===== src/hw/rtl/cht_pkg.sv =====
// Shared types and codes for the chained hash table.
// Depends on nothing; used by the controller, datapath and top level.
package cht_pkg;

  localparam logic [1:0] CmdInsert = 2'd0;
  localparam logic [1:0] CmdSearch = 2'd1;
  localparam logic [1:0] CmdDelete = 2'd2;

  localparam logic [1:0] StatDone     = 2'd0;
  localparam logic [1:0] StatNotFound = 2'd1;
  localparam logic [1:0] StatFull     = 2'd2;

  localparam int unsigned KeyW = 31;

  // Commands from the controller to the datapath.
  typedef struct packed {
    logic load;       // Capture the input beat and reduce the key.
    logic mod_step;   // One remainder step.
    logic rd_bucket;  // Read the bucket head and count.
    logic rd_node;    // Issue a node read at the walk pointer.
    logic advance;    // Take the node read data and move along the chain.
    logic do_insert;  // Perform the insert writes.
    logic do_delete;  // Perform the delete writes.
    logic finish;     // Form the result with the given status.
    logic [1:0] status;
  } cht_cmd_t;

  // Status from the datapath to the controller.
  typedef struct packed {
    logic mod_done;
    logic free_empty;
    logic head_nil;
    logic walk_nil;
    logic key_match;
    logic next_nil;
    logic walk_limit;
  } cht_stat_t;

endpackage


===== src/hw/rtl/cht_ctrl.sv =====
// Controller state machine for the chained hash table.
// Depends on cht_pkg; drives the datapath through cht_cmd_t.
module cht_ctrl (
  input  logic              clk_i,
  input  logic              rst_ni,
  input  logic              in_valid_i,
  output logic              in_ready_o,
  input  logic [1:0]        cmd_i,
  output logic              out_valid_o,
  input  logic              out_ready_i,
  input  cht_pkg::cht_stat_t stat_i,
  output cht_pkg::cht_cmd_t  dp_cmd_o
);
  import cht_pkg::*;

  typedef enum logic [2:0] {
    StIdle, StMod, StHead, StRead, StCheck, StOut
  } state_e;

  state_e state_q;
  logic [1:0] op_q;

  assign in_ready_o  = (state_q == StIdle) || (state_q == StOut && out_ready_i);
  assign out_valid_o = (state_q == StOut);

  always_comb begin
    dp_cmd_o = '0;
    dp_cmd_o.status = StatNotFound;
    unique case (state_q)
      StIdle, StOut: dp_cmd_o.load = in_valid_i && in_ready_o;
      StMod: dp_cmd_o.mod_step = !stat_i.mod_done;
      StHead: begin
        dp_cmd_o.rd_bucket = 1'b1;
      end
      StRead: dp_cmd_o.rd_node = 1'b1;
      StCheck: begin
        if (op_q == CmdInsert) begin
          if (stat_i.walk_nil || stat_i.next_nil || stat_i.walk_limit) begin
            dp_cmd_o.do_insert = 1'b1;
            dp_cmd_o.finish = 1'b1;
            dp_cmd_o.status = StatDone;
          end else begin
            dp_cmd_o.advance = 1'b1;
          end
        end else if (stat_i.walk_nil || stat_i.walk_limit) begin
          dp_cmd_o.finish = 1'b1;
        end else if (stat_i.key_match) begin
          dp_cmd_o.do_delete = (op_q == CmdDelete);
          dp_cmd_o.finish = 1'b1;
          dp_cmd_o.status = StatDone;
        end else begin
          dp_cmd_o.advance = 1'b1;
        end
      end
      default: ;
    endcase
    if (state_q == StHead && op_q == CmdInsert && stat_i.free_empty) begin
      dp_cmd_o.finish = 1'b1;
      dp_cmd_o.status = StatFull;
    end
    if (state_q == StHead && op_q != CmdInsert && op_q != CmdSearch &&
        op_q != CmdDelete) begin
      dp_cmd_o.finish = 1'b1;
    end
  end

  always_ff @(posedge clk_i or negedge rst_ni) begin
    if (!rst_ni) begin
      state_q <= StIdle;
      op_q    <= CmdInsert;
    end else begin
      unique case (state_q)
        StIdle, StOut: begin
          if (in_valid_i && in_ready_o) begin
            state_q <= StMod;
            op_q    <= cmd_i;
          end else if (state_q == StOut && out_ready_i) begin
            state_q <= StIdle;
          end
        end
        StMod: if (stat_i.mod_done) state_q <= StHead;
        StHead: begin
          if (dp_cmd_o.finish) state_q <= StOut;
          else if (op_q == CmdInsert && stat_i.head_nil) state_q <= StCheck;
          else state_q <= StRead;
        end
        StRead: state_q <= StCheck;
        StCheck: state_q <= dp_cmd_o.finish ? StOut : StRead;
        default: state_q <= StIdle;
      endcase
    end
  end
endmodule


===== config.mk =====
export PLATFORM = sky130hd
export DESIGN_NAME = cht_ctrl
export DESIGN_NICKNAME = d
export VERILOG_FILES = /design/src/hw/rtl/cht_pkg.sv /design/src/hw/rtl/cht_ctrl.sv
export SDC_FILE = /design/constraint.sdc
export NUM_CORES = 1
export LEC_CHECK = 0
export ABC_AREA = 1
export BUFFER_PORTS_ARGS = -buffer_cell sky130_fd_sc_hd__buf_2
export CORE_AREA = 2 2 39 41
export CTS_CLUSTER_DIAMETER = 150
export DETAILED_ROUTE_END_ITERATION = 8
export DIE_AREA = 0 0 41 43
export PLACE_DENSITY = 0.72
export SETUP_SLACK_MARGIN = 0.05
export SKIP_CTS_REPAIR_TIMING = 1
export SLEW_MARGIN = 10
export SYNTH_ARGS = -nofsm -noshare
export SYNTH_HDL_FRONTEND = slang
export SYNTH_SLANG_ARGS = --single-unit

===== constraint.sdc =====
create_clock -name clk_i -period 1.17 [get_ports clk_i]
set_input_delay 0.1755 -clock clk_i [delete_from_list [all_inputs] [get_ports clk_i]]
set_output_delay 0.1755 -clock clk_i [all_outputs]
set_load 0.03 [all_outputs]

* Yosys cells after proc, flatten, opt, wreduce, memory -nomap -nowiden
Index checks and enable logic that the tools add are counted.
** Word-level totals
- Bits in registers :: 5
- Output and inout bits :: 12
** Operators by class
- Eq/ne operators :: 10
- Muxes and demuxes :: 27
- Reductions and logical operators :: 19
** Operators by type and width (count)
- $mux 3 :: 9
- $pmux 3 s5 :: 1
- $mux 1 :: 14
- $logic_and 1x1->1 :: 8
- $eq 3x2->1 const B :: 2
- $eq 3x3->1 const B :: 2
- $mux 6 :: 1
- $logic_or 1x1->1 :: 4
- $mux 4 :: 1
- $ne 2x2->1 const B :: 2
- $reduce_and 2->1 :: 2
- $eq 3x1->1 const B :: 1
- $logic_not 3->1 :: 1
- $ne 3x3->1 const B :: 1
- $eq 2x2->1 const B :: 1
- $logic_not 2->1 :: 1
- $mux 2 :: 1
- $ne 2x1->1 const B :: 1
- $reduce_bool 2->1 :: 1
- $reduce_or 2->1 :: 1
- $logic_not 1->1 :: 1

* Logic depth before layout (Yosys ltp)
- Depth in word-level cells :: 9
- Mapped depth :: 7
- Mapped depth without buffers :: 7

* Worst setup path after synthesis
OpenSTA, ideal clock, no wires.
- Kind :: reg2out
- Start :: reg state_q[1]
- End :: out dp_cmd_o[3] in the netlist's numbering
- Arrival :: 1.738 ns
- Path slack :: -0.744 ns
- Cell stages (with the launch flop) :: 6
- Cell sequence :: dfrtp_1 inv_1 nand2_1 nor2_4 inv_1 nor4_1
** RTL lines
- start: declaration :: line cht_ctrl.sv:20 : state_e state_q;
- start signal: assignment :: line cht_ctrl.sv:69 : state_q <= StIdle;
- start signal: assignment :: line cht_ctrl.sv:75 : state_q <= StMod;
- start signal: assignment :: line cht_ctrl.sv:78 : state_q <= StIdle;
- end: declaration :: line cht_ctrl.sv:12 : output cht_pkg::cht_cmd_t dp_cmd_o

==> results.yml <==
outcome:
  outcome: "finished with violations"
  violations: "negative setup slack"
timing:
  finClkSkew_ns: 0.00382
  rsz0062_at_grt: "true"
  setup_viol: 17
  hold_viol: 0
  final.period_utilization: 1.34
  max_freq_ghz: 0.639
  slew_headroom: 0.777
  fin_crit_ns: 1.57
  slew_violations: 0
  finalSetupTns_ns: -4.00
  setup_ws_ns: -0.395
  tightest_slew_ns: 0.332
synth:
  avgSynthCellArea_um2: 6.48
  yosysSeqAreaShare: 0.268
  synth_area_um2: 467
  yosysWarnings: 0
  syn-instance-count: 72
  ys_ff_latch: 5
  synthDistinctLibCells: 19
  syn_nets: 85
die:
  rows: 14
  initial_utilization: 0.337
  io_pins: 25
  die_y_um: 43
  die-area_um2: 1760
  die_w_um: 41
  core_um2: 1380
cells_and_area:
  final_util: 0.680
  finalNetCount: 132
  drive_gt1_frac: 0.627
  area_growth_pct: 102
  final_cells: 134
  antenna-diode-count: 0
place:
  pre_cts_ws_ns: -0.194
  dpl.cell_count: 125
  port_buffers: 24
  hpwl_um: 1110
  gp_congestion: 0.767
setup_path:
  critPathCaptureType: "output port"
  criticalPathCategory: "reg -> out"
  crit_fanout: 4
  critical_path_arrival_ns: 1.39
  critPathLaunchType: "flop"
  crit_required_ns: 0.99
drt:
  avgRoutedWirePerCell_um: 10.6
  firstDrtPassIters: 2
  drc: 0
  viasPerCell: 4.63
  drt-total-wl_um: 1420
  num_vias: 621
  ant_nets: 0
  drt_iter0_markers: 5
min_path:
  hp-class: "in -> reg"
cts:
  cts_root_buf: "clkbuf_4"
  cts_buffers: 3
  clkTransAtPathRegs_ns: 0.04
  clk_latency_ns: 0.24
  cts_tree: "done"
  clockBufferDepth: 2
  htreeDepth: 1
  numClockSinks: 5
job:
  maxCapViolCount: 0
pwr:
  p_seq_frac: 0.150
  p_leak_nw: 0.481
  p_total_w: 0.00236
  p_comb_frac: 0.769
  power.internal_w: 0.00119
  peakVddDrop_mv: 1.22
  powerDensity_nw_per_um2: 2510
  swShare: 0.497
  clock_power_share: 0.081
  p_sw_w: 0.00117
global_route:
  grt_max_degree: 8
  antenna_found_initial: 0
  grt.overflow.total: 0
  grt_util_all_layers: 0.159
  grt_pass1_vias: 503
  grt_first_pass_wirelength_um: 1950
layout by cell type, fill, tap and decap left out, types with 2 or more instances in the layout:
master	count
nand2_2	5
nor2_2	2
nand3_1	5
buf_6	9
inv_2	4
inv_1	6
nand3_2	3
o21ai_0	2
nand2_1	13
clkbuf_4	4
dfrtp_1	4
nand3b_1	3
nor2_4	4
nor3_4	2
nand2_4	3
buf_2	14
nor2_1	3
nand4_1	2
buf_4	17
kinds of logic (layout without fill, tap and decap cells):
kind of cell	after synthesis	after routing	share of synthesized area
DFF	5	5	0.268
and+or+nand+nor	48	48	0.542
buffers and inverters	12	58	0.0965
AOI/OAI and AO/OA	7	7	0.0938
cell usage after synthesis:
library cell	count	area (µm²)
a21oi_1	1	5.00
o21ai_0	2	10.0
nor2_4	2	22.5
nand3_1	7	35.0
inv_1	10	37.5
nand2_2	1	6.26
nor3_1	2	10.0
o21bai_2	1	11.3
nand2_1	20	75.1
nand4_1	2	12.5
nor2_1	7	26.3
nand3_2	2	20.0
inv_2	2	7.51
nor4_1	1	6.26
a21boi_0	1	7.51
nand3b_1	3	22.5
o21ai_1	2	10.0
dfrtp_1	5	125
nor3_4	1	16.3
per-layer routing:
metal  global-route usage  wire length (µm)  vias up  share of wire
met5                    0                 0        -              0
li1                     -                 -      328              -
met4               0.0600                 0        0              0
met2                0.250               781       10           0.55
met1                0.216               615      283           0.43
met3               0.0157                23        0          0.016
power groups by stage:
stage | logic [W] | registers, W | clock network [W]
2_1_floorplan | 0.00100 | 0.000352 | 0
3_3_place_gp | 0.00150 | 0.000348 | 0
3_5_place_dp | 0.00153 | 0.000354 | 0
4_1_cts | 0.00153 | 0.000351 | 0.000202
5_1_grt | 0.00195 | 0.000363 | 0.000215
6_report | 0.00182 | 0.000354 | 0.000191
flip-flops by register name, indices dropped and copies added, names as in the netlist:
name / count
op_q: 2
state_q: 3
critical path, stage by stage, from the launching register on:
cell,delay (ns)
dfrtp_1,0.45
inv_2,0.11
nor2_4,0.18
nand3_2,0.13
nand2_4,0.10
nor2_4,0.04
buf_6,0.13
area by class of cell:
class	count	area, µm²
fillers	121	443
multi-input cells	55	397
repair buffers	42	317
flip-flops and latches	5	126
inverters	12	55.1
clock buffers	4	26.3
well taps	16	20.0
stage by stage:
stage / hold slack (ns) / area [µm²]
floorplan: -0.120 / 544
global placement: -0.00951 / 782
detailed placement: -0.00967 / 782
CTS: -0.268 / 808
global route: 0.170 / 941
finish: 0.158 / 941
final timing paths:
path / start / end / slack [ns] / depth (start not counted)
setup / recovery: state_q[2] / dp_cmd_o[5] / -0.40 / 6
hold / removal: cmd_i[1] / op_q[1] / 0.16 / 3
setup reg to reg: state_q[1] / state_q[2] / -0.15 / 7
hold reg to reg: op_q[0] / op_q[0] / 0.66 / 3
max in group asynchronous: rst_ni / state_q[0] / 0.76 / 2
min in group asynchronous: rst_ni / state_q[2] / 0.27 / 2
Note: power is estimated with default switching activity, not from simulation.
